### config.mk
export PLATFORM = sky130hd
export DESIGN_NAME = led_keyframe_animator_top
export DESIGN_NICKNAME = d
export VERILOG_FILES = /design/src/hdl/lka_pkg.sv /design/src/hdl/lka_ram.sv /design/src/hdl/lka_ctrl.sv /design/src/hdl/lka_dp.sv /design/src/hdl/led_keyframe_animator_top.sv
export VERILOG_INCLUDE_DIRS = /design/src /design/src/hdl
export SDC_FILE = /design/constraint.sdc
export NUM_CORES = 2
export LEC_CHECK = 0
export BUFFER_PORTS_ARGS = -buffer_cell sky130_fd_sc_hd__buf_2
export CAP_MARGIN = 5
export CORE_MARGIN = 10
export CORE_UTILIZATION = 35
export DETAILED_ROUTE_END_ITERATION = 7
export PLACE_DENSITY_LB_ADDON = 0.25
export SKIP_LAST_GASP = 1
export SYNTH_ARGS = -nofsm -noshare
export SYNTH_HDL_FRONTEND = slang
export SYNTH_HIERARCHICAL = 1
export SYNTH_SLANG_ARGS = --single-unit
### constraint.sdc
create_clock -name clock -period 12.4 [get_ports clock]
set_clock_uncertainty 0.05 [all_clocks]
set_input_delay 1.86 -clock clock [delete_from_list [all_inputs] [get_ports clock]]
set_output_delay 1.86 -clock clock [all_outputs]
set_load 0.005 [all_outputs]
### src/hdl/led_keyframe_animator_top_defines.svh
// Assertion macros shared by the keyframe animator modules.
`ifndef LED_KEYFRAME_ANIMATOR_TOP_DEFINES_SVH
`define LED_KEYFRAME_ANIMATOR_TOP_DEFINES_SVH

// Same-cycle implication check.
`define LKA_ASSERT_IMP(label, clk, rst, ante, cons) \
   label: assert property (@(posedge clk) disable iff (rst) (ante) |-> (cons)) \
      else $error("same-cycle check failed");

// Next-cycle implication check.
`define LKA_ASSERT_NEXT(label, clk, rst, ante, cons) \
   label: assert property (@(posedge clk) disable iff (rst) (ante) |=> (cons)) \
      else $error("next-cycle check failed");

`endif

### src/hdl/lka_pkg.sv
// Package with keyframe layout, phase codes and controller/datapath interface types.
package lka_pkg;

   localparam int LINK_W = 4;

   localparam logic [1:0] PH_STATIC = 2'd0;
   localparam logic [1:0] PH_HOLD   = 2'd1;
   localparam logic [1:0] PH_ATTACK = 2'd2;

   typedef struct packed {
      logic [1:0]        phase;
      logic [7:0]        count;
      logic [7:0]        red;
      logic [7:0]        green;
      logic [7:0]        blue;
      logic [7:0]        attack;
      logic [7:0]        hold;
      logic [LINK_W-1:0] link;
   } frame_type;

   typedef struct packed {
      logic load_req;
      logic stage_wr;
      logic sweep;
      logic rd_cur;
      logic get_cur;
      logic get_nx;
      logic div_step;
      logic mix_step;
      logic emit;
   } cmd_type;

   typedef struct packed {
      logic commit;
      logic sweep_done;
      logic cur_attack;
      logic div_last;
      logic mix_last;
      logic out_free;
      logic last_led;
   } status_type;

endpackage

### src/hdl/lka_ram.sv
// Generic single-write, single-read RAM with registered read data.
module lka_ram #(
   parameter int WIDTH = 8,
   parameter int DEPTH = 16
) (
   input  logic                                    clock,
   input  logic                                    wr_en,
   input  logic [((DEPTH > 1) ? $clog2(DEPTH) : 1)-1:0] wr_addr,
   input  logic [WIDTH-1:0]                        wr_data,
   input  logic [((DEPTH > 1) ? $clog2(DEPTH) : 1)-1:0] rd_addr,
   output logic [WIDTH-1:0]                        rd_data
);

   logic [WIDTH-1:0] mem_ff [DEPTH];
   logic [WIDTH-1:0] rd_data_ff;

   // One write and one registered read per cycle.
   always_ff @(posedge clock) begin
      if (wr_en) begin
         mem_ff[wr_addr] <= wr_data;
      end
      rd_data_ff <= mem_ff[rd_addr];
   end

   assign rd_data = rd_data_ff;

endmodule

### src/hdl/lka_ctrl.sv
// Controller state machine sequencing writes, commits and per-LED tick work.
`include "led_keyframe_animator_top_defines.svh"

module lka_ctrl (
   input  logic                clock,
   input  logic                reset,
   input  logic                req_valid,
   output logic                req_ready,
   input  logic                req_mode,
   input  lka_pkg::status_type status,
   output lka_pkg::cmd_type    cmd
);

   localparam logic [3:0] S_IDLE    = 4'd0;
   localparam logic [3:0] S_WR      = 4'd1;
   localparam logic [3:0] S_CP      = 4'd2;
   localparam logic [3:0] S_RD_CUR  = 4'd3;
   localparam logic [3:0] S_GET_CUR = 4'd4;
   localparam logic [3:0] S_GET_NX  = 4'd5;
   localparam logic [3:0] S_DIV     = 4'd6;
   localparam logic [3:0] S_MIX     = 4'd7;
   localparam logic [3:0] S_EMIT    = 4'd8;

   logic [3:0] state_ff;
   logic [3:0] state_in;

   // Next state and command decode.
   always_comb begin
      state_in  = state_ff;
      cmd       = '0;
      req_ready = 1'b0;
      case (state_ff)
         S_IDLE: begin
            req_ready = 1'b1;
            if (req_valid) begin
               cmd.load_req = 1'b1;
               state_in     = req_mode ? S_WR : S_RD_CUR;
            end
         end
         S_WR: begin
            cmd.stage_wr = 1'b1;
            state_in     = status.commit ? S_CP : S_IDLE;
         end
         S_CP: begin
            cmd.sweep = 1'b1;
            if (status.sweep_done) begin
               state_in = S_IDLE;
            end
         end
         S_RD_CUR: begin
            cmd.rd_cur = 1'b1;
            state_in   = S_GET_CUR;
         end
         S_GET_CUR: begin
            cmd.get_cur = 1'b1;
            state_in    = status.cur_attack ? S_GET_NX : S_EMIT;
         end
         S_GET_NX: begin
            cmd.get_nx = 1'b1;
            state_in   = S_DIV;
         end
         S_DIV: begin
            cmd.div_step = 1'b1;
            if (status.div_last) begin
               state_in = S_MIX;
            end
         end
         S_MIX: begin
            cmd.mix_step = 1'b1;
            if (status.mix_last) begin
               state_in = S_EMIT;
            end
         end
         S_EMIT: begin
            if (status.out_free) begin
               cmd.emit = 1'b1;
               state_in = status.last_led ? S_IDLE : S_RD_CUR;
            end
         end
         default: begin
            state_in = S_IDLE;
         end
      endcase
   end

   // State register.
   always_ff @(posedge clock) begin
      if (reset) begin
         state_ff <= S_IDLE;
      end else begin
         state_ff <= state_in;
      end
   end

   `LKA_ASSERT_NEXT(a_write_path, clock, reset, req_valid && req_ready && req_mode, state_ff == S_WR)
   `LKA_ASSERT_NEXT(a_div_holds, clock, reset, state_ff == S_DIV && !status.div_last, state_ff == S_DIV)
   `LKA_ASSERT_NEXT(a_tick_ends, clock, reset, cmd.emit && status.last_led, state_ff == S_IDLE)

endmodule

### src/hdl/lka_dp.sv
// Datapath: keyframe tables, slot pointers, divider, blender and result register.
`include "led_keyframe_animator_top_defines.svh"

module lka_dp #(
   parameter int LED_COUNT      = 4,
   parameter int FRAMES_PER_LED = 4
) (
   input  logic                clock,
   input  logic                reset,
   input  lka_pkg::cmd_type    cmd,
   output lka_pkg::status_type status,
   input  logic [1:0]          req_led_select,
   input  logic [1:0]          req_frame_slot,
   input  logic [15:0]         req_color_565,
   input  logic [7:0]          req_attack_ticks,
   input  logic [7:0]          req_hold_ticks,
   input  logic                req_last_frame,
   input  logic                req_commit,
   output logic                rsp_valid,
   input  logic                rsp_ready,
   output logic [1:0]          rsp_led_index,
   output logic [7:0]          rsp_red,
   output logic [7:0]          rsp_green,
   output logic [7:0]          rsp_blue,
   output logic                rsp_last_of_tick
);

   localparam int LED_W  = (LED_COUNT > 1) ? $clog2(LED_COUNT) : 1;
   localparam int SLOT_W = (FRAMES_PER_LED > 1) ? $clog2(FRAMES_PER_LED) : 1;
   localparam int AW     = LED_W + SLOT_W;
   localparam int DEPTH  = 2 ** AW;
   localparam int FW     = $bits(lka_pkg::frame_type);

   // Captured request.
   logic [1:0]  led_sel_ff;
   logic [1:0]  slot_sel_ff;
   logic [15:0] color_ff;
   logic [7:0]  att_ff;
   logic [7:0]  hld_ff;
   logic        last_ff;
   logic        commit_ff;

   // Table storage and valid bits.
   logic [DEPTH-1:0]  stv_ff;
   logic [DEPTH-1:0]  lvv_ff;
   logic              stv_q_ff;
   logic              lvv_q_ff;
   logic              st_wr_en;
   logic [AW-1:0]     st_wr_addr;
   logic [FW-1:0]     st_wr_data;
   logic [AW-1:0]     st_rd_addr;
   logic [FW-1:0]     st_rd_data;
   logic              lv_wr_en;
   logic [AW-1:0]     lv_wr_addr;
   logic [FW-1:0]     lv_wr_data;
   logic [AW-1:0]     lv_rd_addr;
   logic [FW-1:0]     lv_rd_data;
   logic [AW:0]       sweep_ff;
   logic [AW-1:0]     sweep_prev;

   // Per-LED work registers.
   logic [SLOT_W-1:0]  cur_slot_ff [LED_COUNT];
   logic [LED_W-1:0]   led_ff;
   lka_pkg::frame_type frame_ff;
   lka_pkg::frame_type rd_frame;
   lka_pkg::frame_type st_frame;
   lka_pkg::frame_type new_frame;
   lka_pkg::frame_type upd_frame;
   logic [7:0]         nx_red_ff;
   logic [7:0]         nx_green_ff;
   logic [7:0]         nx_blue_ff;
   logic [AW-1:0]      cur_addr;
   logic [AW-1:0]      link_addr;

   // Divider and blender.
   logic [8:0] rem_ff;
   logic [8:0] rem_shift;
   logic [7:0] quo_ff;
   logic [2:0] div_cnt_ff;
   logic [8:0] weight;
   logic [1:0] mix_cnt_ff;
   logic [7:0] mix_ff [3];
   logic [7:0] own_c;
   logic [7:0] nx_c;
   logic signed [9:0]  diff;
   logic signed [19:0] prod;
   logic signed [19:0] blend_sum;

   // Result register.
   logic       rsp_valid_ff;
   logic [1:0] rsp_led_ff;
   logic [7:0] rsp_red_ff;
   logic [7:0] rsp_green_ff;
   logic [7:0] rsp_blue_ff;
   logic       rsp_last_ff;
   logic       out_free;
   logic       is_attack;
   logic       is_hold;
   logic [7:0] cnt_inc;
   logic       advance;

   // Expand the staged keyframe from the captured write item.
   always_comb begin
      new_frame        = '0;
      new_frame.phase  = (att_ff != 8'd0) ? lka_pkg::PH_ATTACK :
                         ((hld_ff != 8'd0) ? lka_pkg::PH_HOLD : lka_pkg::PH_STATIC);
      new_frame.count  = 8'd0;
      new_frame.red    = {color_ff[15:11], color_ff[15:13]};
      new_frame.green  = {color_ff[10:5], color_ff[10:9]};
      new_frame.blue   = {color_ff[4:0], color_ff[4:2]};
      new_frame.attack = att_ff;
      new_frame.hold   = hld_ff;
      if (last_ff || (int'(slot_sel_ff) + 1 >= FRAMES_PER_LED)) begin
         new_frame.link = '0;
      end else begin
         new_frame.link = lka_pkg::LINK_W'(slot_sel_ff) + lka_pkg::LINK_W'(1);
      end
   end

   assign st_wr_en   = cmd.stage_wr && (int'(led_sel_ff) < LED_COUNT)
                       && (int'(slot_sel_ff) < FRAMES_PER_LED);
   assign st_wr_addr = {LED_W'(led_sel_ff), SLOT_W'(slot_sel_ff)};
   assign st_wr_data = new_frame;
   assign st_rd_addr = sweep_ff[AW-1:0];
   assign sweep_prev = AW'(sweep_ff - (AW + 1)'(1));
   assign st_frame   = stv_q_ff ? lka_pkg::frame_type'(st_rd_data) : '0;
   assign rd_frame   = lvv_q_ff ? lka_pkg::frame_type'(lv_rd_data) : '0;

   // Live table addressing.
   assign cur_addr   = {led_ff, cur_slot_ff[led_ff]};
   assign link_addr  = {led_ff, rd_frame.link[SLOT_W-1:0]};
   assign lv_rd_addr = cmd.get_cur ? link_addr : cur_addr;
   assign lv_wr_en   = (cmd.sweep && (sweep_ff != '0)) || cmd.emit;
   assign lv_wr_addr = cmd.sweep ? sweep_prev : cur_addr;
   assign lv_wr_data = cmd.sweep ? st_frame : upd_frame;

   lka_ram #(
      .WIDTH (FW),
      .DEPTH (DEPTH)
   ) u_staged_ram (
      .clock   (clock),
      .wr_en   (st_wr_en),
      .wr_addr (st_wr_addr),
      .wr_data (st_wr_data),
      .rd_addr (st_rd_addr),
      .rd_data (st_rd_data)
   );

   lka_ram #(
      .WIDTH (FW),
      .DEPTH (DEPTH)
   ) u_live_ram (
      .clock   (clock),
      .wr_en   (lv_wr_en),
      .wr_addr (lv_wr_addr),
      .wr_data (lv_wr_data),
      .rd_addr (lv_rd_addr),
      .rd_data (lv_rd_data)
   );

   // Phase update of the current keyframe after one tick.
   always_comb begin
      is_attack = (frame_ff.phase == lka_pkg::PH_ATTACK);
      is_hold   = (frame_ff.phase == lka_pkg::PH_HOLD);
      cnt_inc   = frame_ff.count + 8'd1;
      advance   = 1'b0;
      upd_frame = frame_ff;
      if (is_attack) begin
         upd_frame.count = cnt_inc;
         if (cnt_inc >= frame_ff.attack) begin
            advance         = 1'b1;
            upd_frame.phase = (frame_ff.hold != 8'd0) ? lka_pkg::PH_HOLD : lka_pkg::PH_ATTACK;
         end
      end else if (is_hold) begin
         upd_frame.count = cnt_inc;
         if (cnt_inc >= frame_ff.hold) begin
            advance         = 1'b1;
            upd_frame.phase = (frame_ff.attack != 8'd0) ? lka_pkg::PH_ATTACK : lka_pkg::PH_HOLD;
         end
      end
      if (advance) begin
         upd_frame.count = 8'd0;
      end
   end

   // Divider step and blend weight.
   assign rem_shift = {rem_ff[7:0], 1'b0};
   assign weight    = (frame_ff.count >= frame_ff.attack) ? 9'd256 : {1'b0, quo_ff};

   // Blend one colour per cycle: (next*256 + (own-next)*w) >> 8.
   always_comb begin
      case (mix_cnt_ff)
         2'd0: begin
            own_c = frame_ff.red;
            nx_c  = nx_red_ff;
         end
         2'd1: begin
            own_c = frame_ff.green;
            nx_c  = nx_green_ff;
         end
         default: begin
            own_c = frame_ff.blue;
            nx_c  = nx_blue_ff;
         end
      endcase
      diff      = signed'({2'b00, own_c}) - signed'({2'b00, nx_c});
      prod      = 20'(diff * signed'({1'b0, weight}));
      blend_sum = signed'({4'd0, nx_c, 8'd0}) + prod;
   end

   assign out_free = !rsp_valid_ff || rsp_ready;

   // Control registers: valid bits, counters, slot pointers, result valid.
   always_ff @(posedge clock) begin
      if (reset) begin
         stv_ff       <= '0;
         lvv_ff       <= '0;
         sweep_ff     <= '0;
         led_ff       <= '0;
         div_cnt_ff   <= '0;
         mix_cnt_ff   <= '0;
         rsp_valid_ff <= 1'b0;
         for (int i = 0; i < LED_COUNT; i++) begin
            cur_slot_ff[i] <= '0;
         end
      end else begin
         if (st_wr_en) begin
            stv_ff[st_wr_addr] <= 1'b1;
         end
         if (cmd.sweep) begin
            if (sweep_ff != '0) begin
               lvv_ff[sweep_prev] <= 1'b1;
            end
            if (status.sweep_done) begin
               sweep_ff <= '0;
               for (int i = 0; i < LED_COUNT; i++) begin
                  cur_slot_ff[i] <= '0;
               end
            end else begin
               sweep_ff <= sweep_ff + (AW + 1)'(1);
            end
         end
         if (cmd.load_req) begin
            led_ff <= '0;
         end
         if (cmd.get_cur) begin
            div_cnt_ff <= '0;
            mix_cnt_ff <= '0;
         end
         if (cmd.div_step) begin
            div_cnt_ff <= div_cnt_ff + 3'd1;
         end
         if (cmd.mix_step) begin
            mix_cnt_ff <= mix_cnt_ff + 2'd1;
         end
         if (cmd.emit) begin
            lvv_ff[cur_addr] <= 1'b1;
            led_ff           <= led_ff + LED_W'(1);
            if (advance) begin
               cur_slot_ff[led_ff] <= upd_frame.link[SLOT_W-1:0];
            end
            rsp_valid_ff <= 1'b1;
         end else if (rsp_ready) begin
            rsp_valid_ff <= 1'b0;
         end
      end
   end

   // Payload registers.
   always_ff @(posedge clock) begin
      stv_q_ff <= stv_ff[st_rd_addr];
      lvv_q_ff <= lvv_ff[lv_rd_addr];
      if (cmd.load_req) begin
         led_sel_ff  <= req_led_select;
         slot_sel_ff <= req_frame_slot;
         color_ff    <= req_color_565;
         att_ff      <= req_attack_ticks;
         hld_ff      <= req_hold_ticks;
         last_ff     <= req_last_frame;
         commit_ff   <= req_commit;
      end
      if (cmd.get_cur) begin
         frame_ff <= rd_frame;
         rem_ff   <= {1'b0, rd_frame.count};
         quo_ff   <= '0;
      end
      if (cmd.get_nx) begin
         nx_red_ff   <= rd_frame.red;
         nx_green_ff <= rd_frame.green;
         nx_blue_ff  <= rd_frame.blue;
      end
      if (cmd.div_step) begin
         if (rem_shift >= {1'b0, frame_ff.attack}) begin
            rem_ff <= rem_shift - {1'b0, frame_ff.attack};
            quo_ff <= {quo_ff[6:0], 1'b1};
         end else begin
            rem_ff <= rem_shift;
            quo_ff <= {quo_ff[6:0], 1'b0};
         end
      end
      if (cmd.mix_step) begin
         mix_ff[mix_cnt_ff] <= blend_sum[15:8];
      end
      if (cmd.emit) begin
         rsp_led_ff   <= 2'(led_ff);
         rsp_last_ff  <= (int'(led_ff) == LED_COUNT - 1);
         rsp_red_ff   <= is_attack ? mix_ff[0] : frame_ff.red;
         rsp_green_ff <= is_attack ? mix_ff[1] : frame_ff.green;
         rsp_blue_ff  <= is_attack ? mix_ff[2] : frame_ff.blue;
      end
   end

   // Status back to the controller.
   always_comb begin
      status            = '0;
      status.commit     = commit_ff;
      status.sweep_done = (sweep_ff == (AW + 1)'(DEPTH));
      status.cur_attack = (rd_frame.phase == lka_pkg::PH_ATTACK);
      status.div_last   = (div_cnt_ff == 3'd7);
      status.mix_last   = (mix_cnt_ff == 2'd2);
      status.out_free   = out_free;
      status.last_led   = (int'(led_ff) == LED_COUNT - 1);
   end

   assign rsp_valid        = rsp_valid_ff;
   assign rsp_led_index    = rsp_led_ff;
   assign rsp_red          = rsp_red_ff;
   assign rsp_green        = rsp_green_ff;
   assign rsp_blue         = rsp_blue_ff;
   assign rsp_last_of_tick = rsp_last_ff;

   `LKA_ASSERT_IMP(a_emit_free, clock, reset, cmd.emit, out_free)
   `LKA_ASSERT_NEXT(a_emit_loads, clock, reset, cmd.emit, rsp_valid_ff)

endmodule

### src/hdl/led_keyframe_animator_top.sv
// Top level of the LED keyframe animator: controller plus datapath.
//
// Input channel (req_*): an item with req_mode 1 writes one staging keyframe;
// with req_commit also set, the staging table is then copied to the live table
// and every LED restarts at slot 0. An item with req_mode 0 is an animation
// tick and yields one result per LED on the rsp_* channel, in LED order, with
// rsp_last_of_tick set on the final one. A write yields no result.
// The commit copy moves one table entry per cycle through the table RAMs.
// In a tick, an LED in an attack frame gets one RAM read each for the frame
// and its successor, an 8-step bit-serial divider for the blend weight and
// one blended colour per cycle; an LED in a static or hold frame gets only
// the frame read.
// Reset clears both tables and all slot pointers at once; no clearing pass.
// A result waits in the output register while rsp_ready is low; the next LED
// is worked on meanwhile and stalls only when its own result is ready.
module led_keyframe_animator_top #(
   parameter int LED_COUNT      = 4,
   parameter int FRAMES_PER_LED = 4
) (
   input  logic        clock,
   input  logic        reset,
   input  logic        req_valid,
   output logic        req_ready,
   input  logic        req_mode,
   input  logic [1:0]  req_led_select,
   input  logic [1:0]  req_frame_slot,
   input  logic [15:0] req_color_565,
   input  logic [7:0]  req_attack_ticks,
   input  logic [7:0]  req_hold_ticks,
   input  logic        req_last_frame,
   input  logic        req_commit,
   output logic        rsp_valid,
   input  logic        rsp_ready,
   output logic [1:0]  rsp_led_index,
   output logic [7:0]  rsp_red,
   output logic [7:0]  rsp_green,
   output logic [7:0]  rsp_blue,
   output logic        rsp_last_of_tick
);

   lka_pkg::cmd_type    cmd;
   lka_pkg::status_type status;

   // Sequencer.
   lka_ctrl u_ctrl (
      .clock     (clock),
      .reset     (reset),
      .req_valid (req_valid),
      .req_ready (req_ready),
      .req_mode  (req_mode),
      .status    (status),
      .cmd       (cmd)
   );

   // Tables and arithmetic.
   lka_dp #(
      .LED_COUNT      (LED_COUNT),
      .FRAMES_PER_LED (FRAMES_PER_LED)
   ) u_dp (
      .clock            (clock),
      .reset            (reset),
      .cmd              (cmd),
      .status           (status),
      .req_led_select   (req_led_select),
      .req_frame_slot   (req_frame_slot),
      .req_color_565    (req_color_565),
      .req_attack_ticks (req_attack_ticks),
      .req_hold_ticks   (req_hold_ticks),
      .req_last_frame   (req_last_frame),
      .req_commit       (req_commit),
      .rsp_valid        (rsp_valid),
      .rsp_ready        (rsp_ready),
      .rsp_led_index    (rsp_led_index),
      .rsp_red          (rsp_red),
      .rsp_green        (rsp_green),
      .rsp_blue         (rsp_blue),
      .rsp_last_of_tick (rsp_last_of_tick)
   );

endmodule

==> results by group <==
Logic synthesis
  – Gate Count Post-Synth: a little over 4000
  – Mean Syn Cell Area: approximately 19 um2
  – Mapped cell area: between 70000 and 80000 um2
  – Synth warn: 6

Global route
  – First-pass GRT wire length: around 280 mm
  – Initial antenna violation count: 5
  – Number of global-route vias before repair: 40743
  – GRT Overall Usage: 0.154
  – GRT overflow: 0
  – Largest net degree at the start of global routing: 98

STA
  – RSZ-0062 raised after global routing: false
  – Fin. Hold Viols: 0
  – Max_slew headroom: 0.140
  – Worst Tran Pin Value: ~1.3 ns
  – Maximum clock rate: around 120 MHz
  – Worst Slack Setup Final: between 3 and 4 ns
  – Hold_ws: ~0.42 ns
  – Post-layout minimum cycle time: 8.47 ns
  – Final worst-path cycle share: 0.683
  – Final setup fails: 0
  – Fin. max-slew vios: 0
  – Setup TNS: 0 ns

Worst setup path
  – Critical Path Sink Type: register
  – Crit path required time: approximately 13 ns
  – Delay-heaviest family, CP: adder cells
  – Slowest CP cell: nor2_1
  – Critical Path AT: 8.98 ns
  – Crit start category: register
  – Most used cell, CP: fa_1
  – WP buf/inv: 2
  – Ordered list of cells on the worst path: inv_1 > ha_1 > nor2_1 > a21oi_1 > ha_1 > nor2b_1 > o21ai_1 > a2111oi_4 > nand2b_1 > xor2_1 > nand3_1 > fa_1 > inv_1 > fa_1 > fa_1 > fa_1 > fa_1 > ha_1 > nand2_1 > nor3_1 > a311o_1 > nand2_1 > o2111ai_1 > xnor3_1
  – CP Max Fanout: 21
  – CP Class: reg2reg
  – Worst path max stage delay: roughly 0.73 ns

Clocking
  – Clk buf depth: 3
  – CTS root buffer: clkbuf_16
  – CTS Hold Buffers Added: 0
  – CTS tree: built
  – Num CTS Buffers: approximately 200
  – Number of gates resized after CTS: 0
  – CTS Sinks: around 2000
  – Post-CTS repair timing setup buffer count: 0
  – Skew-Pair Late Insertion Delay: 0.84 ns
  – Clock edge transition at the registers on the reported setup and hold paths: 0.07 ns
  – H-tree Lvls: 4

Die
  – Die height: just under 500 um
  – Die Area: ~250000 um2
  – Initial Util: 0.352
  – Row cnt: 174
  – Die W: around 500 um
  – Core ar.: between 200000 and 250000 um2
  – IO Pins: between 70 and 80

Finish
  – Synth-to-layout area growth: 14.5%
  – Layout cell share with drive strength beyond 1: 0.220
  – Final #Nets: roughly 4600
  – Leading cell types in the layout, fill and taps excluded: 1853 x edfxtp_1, 423 x mux4_2, 252 x nand2_1
  – Final Util: 0.403
  – # fillers: ~20000
  – Commonest non-fill, non-tap cell in the layout: edfxtp_1

Place
  – GPL Wtd Cong: 0.846
  – I/O Buffers: 71
  – Setup WS pre-CTS: around 4 ns
  – Detail Placement HPWL: between 100 and 150 mm

Route
  – Antenna-violating nets left: 0
  – DRC: 0
  – Drt first pass iters: 5
  – Vias: between 30000 and 40000
  – Total routed wirelength: roughly 190 mm
  – DR vias/cell: 5.16
  – Routed wire per std cell: between 20 and 30 um
  – Initial DRC count: approximately 3500

Power
  – Pleak: about 29 nW
  – Worst vdd ir: between 150 and 200 uV
  – Power per cell area: between 150 and 200 nW/um2

Status
  – Outcome: finished, final reports clean

Hold path
  – Worst Hold Class: reg2reg

Flow run
  – Number of max-cap violations: 0
==> power breakdown <==
part / internal, mW / switching [mW] / total [mW]
combinational: 0.530 / 0.727 / 1.26
clock: 3.46 / 2.56 / 6.03
sequential: 7.69 / 0.151 / 7.85
==> sequential cells by signal, summed over array words and instances, names as in the netlist, 16 cells and up, named ones only <==
register and count:
u_dp/u_staged_ram/rd_data 52, u_dp/u_staged_ram/mem_ff 832, u_dp/frame_ff 52, u_dp/u_live_ram/rd_data 52
u_dp/mix_ff 24, u_dp/stv_ff 16, u_dp/color_ff 16, u_dp/u_live_ram/mem_ff 832
u_dp/lvv_ff 16
==> worst reg2reg max path: stages (launching register included) <==
cell and delay (ns):
dfxtp_1 0.33, inv_1 0.08, ha_1 0.45, nor2_1 0.74, a21oi_1 0.29, ha_1 0.34
nor2b_1 0.13, o21ai_1 0.13, a2111oi_4 0.41, nand2b_1 0.21, xor2_1 0.47, nand3_1 0.19
fa_1 0.58, inv_1 0.05, fa_1 0.48, fa_1 0.52, fa_1 0.52, fa_1 0.49
ha_1 0.34, nand2_1 0.10, nor3_1 0.24, a311o_1 0.25, nand2_1 0.10, o2111ai_1 0.22
xnor3_1 0.47
==> path summary, 6_finish.rpt <==
check                           from  cells after the start                end  slack [ns]
setup / recovery  u_dp/mix_cnt_ff[0]                     24  u_dp/mix_ff[2][7]        3.93
hold reg to reg       u_dp/stv_ff[2]                      2     u_dp/stv_ff[2]        0.42
hold / removal        u_dp/stv_ff[2]                      2     u_dp/stv_ff[2]        0.42
setup reg to reg  u_dp/mix_cnt_ff[0]                     24  u_dp/mix_ff[2][7]        3.93
==> area by class of cell <==
cell class                      count  area, um2  share of cell area
Clock inverter                    109       1090              0.0121
Antenna cell                        1       2.50           0.0000277
Timing Repair Buffer              203       1390              0.0154
Clock buffer                      273       5480              0.0606
Multi-Input combinational cell   1864      19400               0.214
Inverter                          145        559             0.00618
Tap cell                         2992       3740              0.0414
Sequential cell                  2010      58800               0.650
==> layer usage <==
metal | part of all wire | up-vias | routed length, um | track usage
met4 | 0.022 | 0 | 4170 | 0.0393
li1 | - | 16924 | - | -
met5 | 0 | - | 0 | 0
met2 | 0.49 | 968 | 94000 | 0.256
met1 | 0.44 | 21013 | 84500 | 0.214
met3 | 0.046 | 267 | 8800 | 0.0212
==> metrics by stage <==
step	total power [mW]	std cells	instance area [um2]
6_report	15.1	7597	90400
5_1_grt	15.7	7596	90400
4_1_cts	15.3	7591	90400
3_5_place_dp	9.27	7209	83800
3_3_place_gp	9.25	7209	83800
2_1_floorplan	8.86	4226	79500
No activity file was read; power rests on OpenSTA's default activity.
